[src/sv/paxacc_pkg.sv]
// Shared types, codes and default sizes for the Paxos acceptor instance core.
package paxacc_pkg;

    localparam int FIELD_BITS = 64;
    localparam int OP_BITS = 3;
    localparam int STATUS_BITS = 2;

    localparam int BALLOT_BITS_DEFAULT = 64;
    localparam int ID_BITS_DEFAULT = 64;

    typedef enum logic [OP_BITS-1:0] {
        OP_PREPARE = 3'd0,
        OP_ACCEPT  = 3'd1,
        OP_VOTE    = 3'd2,
        OP_COMMIT  = 3'd3,
        OP_QUERY   = 3'd4,
        OP_RESET   = 3'd5,
        OP_LOAD    = 3'd6
    } op_t;

    typedef enum logic [STATUS_BITS-1:0] {
        ST_OK            = 2'd0,
        ST_STALE         = 2'd1,
        ST_UNKNOWN_VALUE = 2'd2,
        ST_NOT_COMMITTED = 2'd3
    } status_t;

    typedef struct packed {
        logic [OP_BITS-1:0]    op;
        logic [FIELD_BITS-1:0] ballot;
        logic [FIELD_BITS-1:0] value_id;
    } req_t;

    typedef struct packed {
        logic [STATUS_BITS-1:0] status;
        logic [FIELD_BITS-1:0]  promised_ballot;
        logic [FIELD_BITS-1:0]  voted_ballot;
        logic [FIELD_BITS-1:0]  value_id_out;
        logic                   recovered_vote;
        logic [FIELD_BITS-1:0]  recovered_ballot;
    } rsp_t;

endpackage

[src/sv/paxacc_state.sv]
// Acceptor state registers and the per-request decision logic.
module paxacc_state #(
    parameter int BALLOT_BITS = paxacc_pkg::BALLOT_BITS_DEFAULT,
    parameter int ID_BITS = paxacc_pkg::ID_BITS_DEFAULT
) (
    input  logic              clk,
    input  logic              rst_n,
    input  logic              fire,
    input  paxacc_pkg::req_t  req,
    output paxacc_pkg::rsp_t  rsp
);

    logic [BALLOT_BITS-1:0] promised_reg, promised_next;
    logic [BALLOT_BITS-1:0] voted_reg, voted_next;
    logic [ID_BITS-1:0]     last_value_reg, last_value_next;
    logic                   pending_valid_reg, pending_valid_next;
    logic [BALLOT_BITS-1:0] pending_ballot_reg, pending_ballot_next;
    logic [ID_BITS-1:0]     pending_value_reg, pending_value_next;
    logic                   committed_reg, committed_next;

    logic [BALLOT_BITS-1:0] b;
    logic [ID_BITS-1:0]     v;
    logic                   report_prom;
    logic                   report_vote;
    logic [BALLOT_BITS-1:0] voted_max;

    assign b = req.ballot[BALLOT_BITS-1:0];
    assign v = req.value_id[ID_BITS-1:0];
    assign voted_max = (b > voted_reg) ? b : voted_reg;

    always_comb
    begin
        promised_next       = promised_reg;
        voted_next          = voted_reg;
        last_value_next     = last_value_reg;
        pending_valid_next  = pending_valid_reg;
        pending_ballot_next = pending_ballot_reg;
        pending_value_next  = pending_value_reg;
        committed_next      = committed_reg;
        report_prom         = 1'b1;
        report_vote         = 1'b0;
        rsp                 = '0;
        rsp.status          = paxacc_pkg::ST_OK;

        case (paxacc_pkg::op_t'(req.op))
            paxacc_pkg::OP_PREPARE:
            begin
                if (b > promised_reg)
                begin
                    promised_next = b;
                    report_vote   = 1'b1;
                end
                else
                begin
                    rsp.status = paxacc_pkg::ST_STALE;
                end
            end
            paxacc_pkg::OP_ACCEPT:
            begin
                if (b < promised_reg)
                begin
                    rsp.status = paxacc_pkg::ST_STALE;
                end
                else
                begin
                    voted_next      = voted_max;
                    last_value_next = v;
                    // A parked vote for exactly this proposal is resent now.
                    if (pending_valid_reg && pending_ballot_reg == b
                        && pending_value_reg == v)
                    begin
                        rsp.recovered_vote   = 1'b1;
                        rsp.recovered_ballot = paxacc_pkg::FIELD_BITS'(b);
                    end
                    pending_valid_next  = 1'b0;
                    pending_ballot_next = '0;
                    pending_value_next  = '0;
                end
            end
            paxacc_pkg::OP_VOTE:
            begin
                if (b < promised_reg)
                begin
                    rsp.status = paxacc_pkg::ST_STALE;
                end
                else if (last_value_reg != v)
                begin
                    pending_valid_next  = 1'b1;
                    pending_ballot_next = b;
                    pending_value_next  = v;
                    rsp.status          = paxacc_pkg::ST_UNKNOWN_VALUE;
                    report_prom         = 1'b0;
                end
                else
                begin
                    voted_next = voted_max;
                end
            end
            paxacc_pkg::OP_COMMIT:
            begin
                if (last_value_reg != v)
                begin
                    rsp.status = paxacc_pkg::ST_UNKNOWN_VALUE;
                end
                else
                begin
                    committed_next = 1'b1;
                end
            end
            paxacc_pkg::OP_QUERY:
            begin
                if (committed_reg)
                begin
                    report_vote = 1'b1;
                end
                else
                begin
                    rsp.status = paxacc_pkg::ST_NOT_COMMITTED;
                end
            end
            paxacc_pkg::OP_RESET:
            begin
                promised_next       = '0;
                voted_next          = '0;
                last_value_next     = '0;
                pending_valid_next  = 1'b0;
                pending_ballot_next = '0;
                pending_value_next  = '0;
                committed_next      = 1'b0;
            end
            paxacc_pkg::OP_LOAD:
            begin
                promised_next       = b;
                voted_next          = b;
                last_value_next     = v;
                pending_valid_next  = 1'b0;
                pending_ballot_next = '0;
                pending_value_next  = '0;
                committed_next      = 1'b1;
            end
            default:
            begin
                report_prom = 1'b0;
            end
        endcase

        // Prepare and query report the vote as it stood before the request.
        if (report_vote)
        begin
            rsp.voted_ballot = paxacc_pkg::FIELD_BITS'(voted_reg);
            rsp.value_id_out = paxacc_pkg::FIELD_BITS'(last_value_reg);
        end
        if (report_prom)
        begin
            rsp.promised_ballot = paxacc_pkg::FIELD_BITS'(promised_next);
        end
    end

    always_ff @(posedge clk or negedge rst_n)
    begin
        if (!rst_n)
        begin
            promised_reg       <= '0;
            voted_reg          <= '0;
            last_value_reg     <= '0;
            pending_valid_reg  <= 1'b0;
            pending_ballot_reg <= '0;
            pending_value_reg  <= '0;
            committed_reg      <= 1'b0;
        end
        else if (fire)
        begin
            promised_reg       <= promised_next;
            voted_reg          <= voted_next;
            last_value_reg     <= last_value_next;
            pending_valid_reg  <= pending_valid_next;
            pending_ballot_reg <= pending_ballot_next;
            pending_value_reg  <= pending_value_next;
            committed_reg      <= committed_next;
        end
    end

endmodule

[src/sv/paxos_acceptor_instance_core.sv]
// A request is held in the input register, its response in the response register.
// Throughput: one request per cycle, sustained while the response side does not stall.
// The input register and the response register form a two-stage pipe; state updates
// in the cycle a request moves from the input register into the response register.
// Reset (rst_n low) clears the acceptor state and empties both pipeline stages.
module paxos_acceptor_instance_core #(
    parameter int BALLOT_BITS = paxacc_pkg::BALLOT_BITS_DEFAULT,
    parameter int ID_BITS = paxacc_pkg::ID_BITS_DEFAULT
) (
    input  logic              clk,
    input  logic              rst_n,
    input  logic              req_valid,
    output logic              req_stall,
    input  paxacc_pkg::req_t  req,
    output logic              rsp_valid,
    input  logic              rsp_stall,
    output paxacc_pkg::rsp_t  rsp
);

    // Input stage: holds one request beat until it can be decided.
    logic             in_valid_reg;
    paxacc_pkg::req_t in_reg;

    // Response stage: holds one finished response beat until it is taken.
    logic             out_valid_reg;
    paxacc_pkg::rsp_t out_reg;

    paxacc_pkg::rsp_t rsp_next;
    logic             advance;
    logic             fire;

    // The response register can take a new beat when it is empty or being
    // drained this cycle. A request in the input register is decided then,
    // and the acceptor state is updated in that same edge, so the next
    // request right behind it sees the updated state.
    assign advance = !out_valid_reg || !rsp_stall;
    assign fire    = in_valid_reg && advance;

    // The input register is blocked only while it holds a beat that cannot
    // move on.
    assign req_stall = in_valid_reg && !advance;

    paxacc_state #(
        .BALLOT_BITS (BALLOT_BITS),
        .ID_BITS     (ID_BITS)
    ) u_state (
        .clk   (clk),
        .rst_n (rst_n),
        .fire  (fire),
        .req   (in_reg),
        .rsp   (rsp_next)
    );

    always_ff @(posedge clk or negedge rst_n)
    begin
        if (!rst_n)
        begin
            in_valid_reg <= 1'b0;
        end
        else if (!req_stall)
        begin
            in_valid_reg <= req_valid;
        end
    end

    always_ff @(posedge clk)
    begin
        if (req_valid && !req_stall)
        begin
            in_reg <= req;
        end
    end

    always_ff @(posedge clk or negedge rst_n)
    begin
        if (!rst_n)
        begin
            out_valid_reg <= 1'b0;
        end
        else if (advance)
        begin
            out_valid_reg <= in_valid_reg;
        end
    end

    always_ff @(posedge clk)
    begin
        if (fire)
        begin
            out_reg <= rsp_next;
        end
    end

    assign rsp_valid = out_valid_reg;
    assign rsp       = out_reg;

`ifndef SYNTHESIS
    // The input stage only pushes back when a finished beat is stuck at the output.
    assert property (@(posedge clk) disable iff (!rst_n)
        req_stall |-> (rsp_valid && rsp_stall))
        else $error("request stalled while the response stage could drain");

    // A recovered vote is only ever resent with a successful accept.
    assert property (@(posedge clk) disable iff (!rst_n)
        (rsp_valid && rsp.recovered_vote) |-> (rsp.status == paxacc_pkg::ST_OK))
        else $error("recovered vote reported on a failed request");

    // A rejected or uncommitted request never reports vote data.
    assert property (@(posedge clk) disable iff (!rst_n)
        (rsp_valid && (rsp.status == paxacc_pkg::ST_STALE
                       || rsp.status == paxacc_pkg::ST_NOT_COMMITTED))
        |-> (rsp.voted_ballot == '0 && rsp.value_id_out == '0
             && !rsp.recovered_vote))
        else $error("vote data reported on a rejected request");

    // A request sitting in the input stage reaches the response stage on the
    // next edge whenever the response stage was free.
    assert property (@(posedge clk) disable iff (!rst_n)
        (in_valid_reg && !out_valid_reg) |=> rsp_valid)
        else $error("decided request did not reach the response stage");
`endif

endmodule

[config.mk]
export PLATFORM = sky130hd
export DESIGN_NAME = paxos_acceptor_instance_core
export DESIGN_NICKNAME = d
export VERILOG_FILES = /design/src/sv/paxacc_pkg.sv /design/src/sv/paxacc_state.sv /design/src/sv/paxos_acceptor_instance_core.sv
export SDC_FILE = /design/constraint.sdc
export NUM_CORES = 1
export LEC_CHECK = 0
export BUFFER_PORTS_ARGS = -buffer_cell sky130_fd_sc_hd__buf_4
export CORE_MARGIN = 1
export CORE_UTILIZATION = 60
export CTS_CLUSTER_SIZE = 14
export DETAILED_ROUTE_END_ITERATION = 7
export GPL_TIMING_DRIVEN = 0
export PLACE_DENSITY = 0.82
export SLEW_MARGIN = 20
export SYNTH_ARGS = -nofsm -noshare
export SYNTH_HDL_FRONTEND = slang
export SYNTH_SLANG_ARGS = --single-unit
export TNS_END_PERCENT = 10
[constraint.sdc]
create_clock -name clk -period 8.3 [get_ports clk]
set_input_delay 1.245 -clock clk [delete_from_list [all_inputs] [get_ports clk]]
set_output_delay 1.245 -clock clk [all_outputs]
set_load 0.01 [all_outputs]
==> flow_summary.json, run 1 <==
{
  "final_antenna_net_count": 0,
  "rows": 83,
  "synth-main-ff-cell": "edfxtp_1",
  "synth_xor_xnor_area_share_pct": 3.421,
  "grt_max_degree": 102,
  "cts_buffer_depth": 3,
  "critical_path.max_fanout": 10,
  "wl_per_cell_um": 26.05,
  "synth_edf_count": 390,
  "pwr_density_cell_nw_per_um2": 275.5,
  "hold_depth": 1,
  "utilization_pct": 73.22,
  "overflow": 0,
  "grt_usage_pct": 35.11,
  "numPortBuffers": 395,
  "die_x_um": 230.2,
  "synth.area.mux_share_pct": 2.087,
  "maxSlewHeadroom_pct": 30.44,
  "p_int_mw": 7.299,
  "slew_viol_final": 0,
  "numCtsBuffers": 73,
  "p_seq_share_pct": 47.5,
  "fin_crit_sh_pct": 54.59,
  "synth_compound_area_share_pct": 13.44,
  "worstSetupPathType": "reg2reg",
  "nets": 3064,
  "yosysSeqAreaShare_pct": 63.44,
  "drtPass1Iterations": 6,
  "worstMarginPinSlew_ns": 1.034,
  "drc": 0,
  "totalNegativeSetupSlack_ns": 0,
  "fin_crit_ns": 4.531,
  "crit_path_end_kind": "register",
  "area_growth_pct": 20.48,
  "p_sw_mw": 3.069,
  "min-delay-path-class": "reg2reg",
  "grt_pass1_vias": 22041,
  "async_flop_share_pct": 45.38,
  "syn_avg_cell_area_um2": 13.44,
  "ctsResizeCount": 0,
  "fmax_mhz": 220.7,
  "layout_common_cells": "buf_4 (403), edfxtp_1 (390), dfrtp_1 (324), a22o_1 (322), inv_1 (211)",
  "cts.htree.levels": 3,
  "clock_power_share_pct": 31.4,
  "cts_tree": "done",
  "rsz0062_at_grt": "no",
  "clk_latency_ns": 0.61,
  "hold_buffers": 0,
  "final-setup-viol-count": 0,
  "routed_via_density": 6.211,
  "die_y_um": 230.2,
  "rr_worst_depth": 11,
  "start_util_pct": 60.77,
  "globalplace.congestion": 0.9633,
  "hpwlAfterDp_um": 66660,
  "yosys.area_share.simple_pct": 8.071,
  "core_um2": 51410,
  "synth_area_um2": 31240,
  "drv_cap": 0,
  "vdd_drop_max_mv": 0.2253,
  "ios": 396,
  "combinationalPowerShare_pct": 21.1,
  "swShare_pct": 29.60,
  "path_clk_slew_ns": 0.06,
  "synth_top_family_by_area": "compound AO/OA/AOI/OAI gates",
  "syn_nets": 2587,
  "arrival_ns": 5.00,
  "cellLeakagePower_nw": 16.99,
  "die_area_um2": 52980,
  "cts-root-buf": "clkbuf_16",
  "antenna_found_initial": 2,
  "post_cts_buffers": 0,
  "synth_fa_ha_area_share_pct": 5.127,
  "hold_viol": 0,
  "startpoint_type": "register",
  "syn_inst": 2324,
  "ys_ff_latch": 714,
  "final_common_cell": "buf_4",
  "ys_warn_count": 0,
  "drtIter0Drc": 2173,
  "routed-via-count": 21998,
  "drive_gt1_share_pct": 20.45,
  "status": "complete, no violations",
  "grt_pass1_wl_um": 137400,
  "synth_cell_types": 65,
  "finClkSkew_ns": 0.02850,
  "drt_wl_total_um": 92250,
  "largest_reg_flops": 259,
  "clock_sinks": 714,
  "worstPathRequired_ns": 8.77
}
cells in the mapped netlist (13+ instances only):
master	instances	share of area, %
buf_2	40	0.64
o21ai_0	19	0.30
a22o_1	322	9.0
xor2_1	45	1.3
xnor2_1	77	2.2
buf_6	13	0.47
clkbuf_1	37	0.44
edfxtp_1	390	37
nor4_1	26	0.52
mux2i_1	64	2.1
nand2_1	102	1.2
nand3_1	24	0.38
inv_1	211	2.5
a21oi_1	58	0.93
nand4_1	52	1.0
o22ai_1	24	0.48
and2_1	194	3.9
ha_1	128	5.1
nor2_1	23	0.28
a221oi_1	25	0.70
dfrtp_1	324	26
layout make-up:
type | instances | area, um2
antenna | 1 | 2.502
sequential | 714 | 19820
tap | 680 | 850.8
multi-input combinational | 1293 | 10050
clock inverter | 36 | 280.3
inverter | 212 | 803.3
buffer | 105 | 583.1
clock buffer | 99 | 2079
timing repair buffer | 402 | 3166
fill | 3288 | 13770
cells by family (layout without fill, tap and decap cells):
family          Yosys count  after routing
flops                   714            714
compound gates          521            521
mux                      65             65
simple gates            457            457
buf+inv                 317            854
other cells               0              1
xor+xnor                122            122
fa+ha+maj               128            128
layer usage:
| layer | track usage, % | up-vias | part of all wire, % |
|---|---|---|---|
| met5 | 0 | - | 0 |
| met4 | 14.61 | 0 | 4.0 |
| met3 | 6.163 | 203 | 7.9 |
| met2 | 55.50 | 1141 | 47 |
| met1 | 48.37 | 11100 | 41 |
| li1 | - | 9554 | - |
power by group through the flow:
stage	clock (mW)	sequential, mW	combinational [mW]
detailed placement	0	4.96	2.15
global route	3.42	4.98	2.40
finish	3.26	4.92	2.19
CTS	3.28	4.90	2.18
global placement	0	4.96	2.03
floorplan	0	4.86	1.34
critical path: stages (launching register included):
cell and delay [ns]:
edfxtp_1 0.62, ha_1 0.44, and4_1 0.23, nand2_1 0.06, nor4_1 0.78, and2_1 0.25, a22o_1 0.21, o21ai_0 0.16
a21oi_1 0.23, clkbuf_2 0.55, clkbuf_1 0.56, and2_1 0.26
worst paths after layout:
kind | to | startpoint | slack, ns
worst max-delay path | rsp[121] | in_reg[89] | 3.77
worst min-delay path | u_state.pending_ballot_reg[16] | u_state.pending_ballot_reg[16] | 0.51
worst max register to register | rsp[121] | in_reg[89] | 3.77
worst min register to register | u_state.pending_ballot_reg[16] | u_state.pending_ballot_reg[16] | 0.51
max in group asynchronous | u_state.last_value_reg[47] | rst_n | 6.42
min in group asynchronous | u_state.voted_reg[6] | rst_n | 0.66
metrics by stage:
stage / hold slack, ns / total power [mW] / area, um2 / cells / setup WS (ns)
floorplan: 0.4499 / 6.196 / 31240 / 2324 / 2.832
global placement: 0.4730 / 6.985 / 35050 / 3399 / 0.8452
detailed placement: 0.4843 / 7.105 / 35280 / 3406 / 3.979
CTS: 0.5025 / 10.36 / 37630 / 3541 / 3.967
global route: 0.5097 / 10.80 / 37630 / 3541 / 3.650
finish: 0.5057 / 10.37 / 37640 / 3542 / 3.769
No activity file was read; power rests on OpenSTA's default activity.
==> run 2: changes to the inputs <==
--- a/config.mk
+++ b/config.mk
@@ -5,13 +5,14 @@
 export SDC_FILE = /design/constraint.sdc
 export NUM_CORES = 1
 export LEC_CHECK = 0
+export ABC_AREA = 1
 export BUFFER_PORTS_ARGS = -buffer_cell sky130_fd_sc_hd__buf_4
 export CORE_MARGIN = 1
-export CORE_UTILIZATION = 60
+export CORE_UTILIZATION = 53
 export CTS_CLUSTER_SIZE = 14
 export DETAILED_ROUTE_END_ITERATION = 7
 export GPL_TIMING_DRIVEN = 0
-export PLACE_DENSITY = 0.82
+export PLACE_DENSITY = 0.76
 export SLEW_MARGIN = 20
 export SYNTH_ARGS = -nofsm -noshare
 export SYNTH_HDL_FRONTEND = slang
==> constraint.sdc (replaced) <==
create_clock -name clk -period 4 [get_ports clk]
set_input_delay 0.6 -clock clk [delete_from_list [all_inputs] [get_ports clk]]
set_output_delay 0.6 -clock clk [all_outputs]
set_load 0.01 [all_outputs]
==> run 2 against run 1 <==
Compared with the run above:
- non-clock buffer count increased by 32
- sequential power increased by 110%
- power increased by 120%
- maximum frequency increased by 15%
- synthesized cell count increased by 47%
- clock skew increased by 0.00096 ns
- cell area increased by 6.7%
- routed wire length increased by 9.0%
- core utilization decreased by 8.5 points
- via count increased by 20%
- largest power group unchanged
==> flow_summary.json, run 2 <==
{
  "grt_max_degree": 152,
  "yosysMostFrequentCell": "nand2_1",
  "rows": 91,
  "synth_area_um2": 33480,
  "async_flop_share_pct": 45.38,
  "slew_viol_final": 0,
  "worst_hold_startpoint": "req[39]",
  "routed_via_density": 5.515,
  "finalNonFillerCells": 4796,
  "worst-r2r-setup-slack_ns": 0.05,
  "post_dp_cell_area_um2": 37690,
  "post_cts_buffers": 0,
  "status": "complete, no violations",
  "antenna_found_initial": 0,
  "dp.cells": 4653,
  "path_clk_slew_ns": 0.06,
  "die_area_um2": 64180,
  "nets": 4158,
  "syn_inst": 3415,
  "clk_latency_ns": 0.64,
  "overflow": 0,
  "critical_path.max_fanout": 10,
  "final_antenna_net_count": 0,
  "synth_edf_count": 390,
  "layout_common_cells": "nand2_1 (781), inv_1 (482), buf_4 (401), edfxtp_1 (390), nor2_1 (361)",
  "final_area_um2": 40170,
  "die_x_um": 253.3,
  "syn_nets": 3678,
  "ys_ff_latch": 714,
  "hpwlAfterDp_um": 74740,
  "arrival_ns": 4.29,
  "fin_crit_sh_pct": 98.86,
  "r2r_start": "in_reg[125]",
  "r2r_end": "rsp[196]",
  "multiInputGateArea_um2": 10930,
  "cts.htree.levels": 3,
  "ios": 396,
  "worstMarginPinSlew_ns": 1.119,
  "maxSlewHeadroom_pct": 25.37,
  "hold_viol": 0,
  "fmax_mhz": 252.9,
  "crit_path_end_kind": "register",
  "pwr_density_cell_nw_per_um2": 571.7,
  "cellLeakagePower_nw": 18.59,
  "numCtsBuffers": 76,
  "met1_usage_pct": 42.40,
  "grt_pass1_vias": 25416,
  "ys_warn_count": 0,
  "worstPathRequired_ns": 4.34,
  "hold_depth": 1,
  "yosysTopAreaCell": "edfxtp_1",
  "startpoint_type": "register",
  "drc": 0,
  "numPortBuffers": 395,
  "grt_usage_pct": 31.51,
  "met3_usage_pct": 5.243,
  "dp_worst_setup_slack_ns": -0.06805,
  "worstSetupPathType": "reg2reg",
  "fin_crit_ns": 3.954,
  "rr_worst_depth": 11,
  "hold_path_end": "in_reg[39]",
  "diodes": 0,
  "vdd_drop_max_mv": 0.3333,
  "drv_cap": 0,
  "setup_ws_ns": 0.04562,
  "clock_sinks": 714,
  "synth_top_area_share_pct": 34.98,
  "min-delay-path-class": "in2reg",
  "drtPass1Iterations": 6,
  "fill_cells": 4883,
  "finClkSkew_ns": 0.02946,
  "seqCellArea_um2": 19820,
  "synth_cell_types": 42,
  "grt_pass1_wl_um": 150100,
  "core_um2": 62050,
  "final_common_cell": "nand2_1",
  "drtIter0Drc": 2402,
  "drive_gt1_share_pct": 17.98,
  "drt_wl_total_um": 100600,
  "start_util_pct": 53.95,
  "grt_util_met2_pct": 49.71,
  "area_growth_pct": 19.98,
  "routed-via-count": 26452,
  "die_y_um": 253.3,
  "utilization_pct": 64.73,
  "syn_avg_cell_area_um2": 9.803,
  "globalplace.congestion": 0.9784,
  "synth-main-ff-cell": "edfxtp_1",
  "synthTopCellsByArea": "edfxtp_1 (35%), dfrtp_1 (24%), nand2_1 (8.8%), inv_1 (5.4%), ha_1 (4.8%)",
  "cts_tree": "done",
  "largest_reg_flops": 259,
  "grt_busiest_layer": "met2",
  "cts-root-buf": "clkbuf_16",
  "wl_per_cell_um": 20.97,
  "yosys-top-cells-count": "nand2_1 (781), inv_1 (483), edfxtp_1 (390)",
  "yosysSeqAreaShare_pct": 59.20,
  "rsz0062_at_grt": "no",
  "final-setup-viol-count": 0,
  "cts_buffer_depth": 3
}
## run 2: cell type report
| class | count | share of cell area, % |
|---|---|---|
| Sequential cell | 714 | 49.34 |
| Multi-Input combinational cell | 2037 | 27.20 |
| Timing Repair Buffer | 402 | 7.838 |
| Clock buffer | 107 | 5.283 |
| Inverter | 527 | 4.944 |
| Tap cell | 837 | 2.607 |
| Buffer | 137 | 1.947 |
| Clock inverter | 35 | 0.8380 |
## run 2: worst max-delay path by stage
stage                     start          end  slack, ns
detailed placement  in_reg[121]     rsp[196]      -0.07
floorplan             rsp_stall    in_reg[0]       0.09
CTS                 in_reg[125]     rsp[253]       0.09
global route        in_reg[125]     rsp[253]       0.03
finish              in_reg[125]     rsp[196]       0.05
global placement      rsp_stall  in_reg[118]      -1.59
## run 2: stage by stage
| step | total power [mW] | setup TNS [ns] | hold WS (ns) |
|---|---|---|---|
| after floorplan | 13.79 | 0 | 0.3044 |
| after global placement | 15.70 | -745.65 | 0.4399 |
| after detailed placement | 15.91 | -0.3000 | 0.4499 |
| after CTS | 22.95 | 0 | 0.1147 |
| after global routing | 24.06 | 0 | 0.1166 |
| final | 22.96 | 0 | 0.1400 |
## run 2: per-layer routing
layer  share of wire, %  up-vias
li1                   -    12174
met1                 40    12806
met2                 46     1229
met3                8.5      243
met4                5.1        0
met5                  0        -
## run 2: timing repair
action | CTS | global route
gates resized for setup | 1 | 0
hold buffers | 1 | 0
setup endpoints to repair | 10 | 0
hold endpoints to repair | 57 | 0
## run 2: logic make-up (layout without fill, tap and decap cells)
logic type | after synthesis | in the layout | share of synthesized area (%)
buffers and inverters | 664 | 1208 | 8.181
AO/OA/AOI/OAI | 457 | 457 | 9.235
AND/OR/NAND/NOR | 1375 | 1375 | 16.59
flip-flops | 714 | 714 | 59.20
adder cells (fa/ha/maj) | 128 | 128 | 4.784
XOR/XNOR | 77 | 77 | 2.014
## run 2: power by group
part	switching, mW	internal (mW)	total (mW)
Sequential	1.00	9.32	10.3
Combinational	3.46	2.15	5.61
Clock	2.99	4.05	7.04
Total	7.45	15.5	23.0
## run 2: worst max-delay path, cell delays in order (launching register included)
cell and delay [ns]:
edfxtp_1 0.59, ha_1 0.40, nand4_1 0.13, nor3_2 0.22, nand3_1 0.20, nor2_1 0.44
nand2_2 0.21, nand3_1 0.18, o21ai_2 0.18, nor2_4 0.47, buf_2 0.50, a21oi_1 0.13
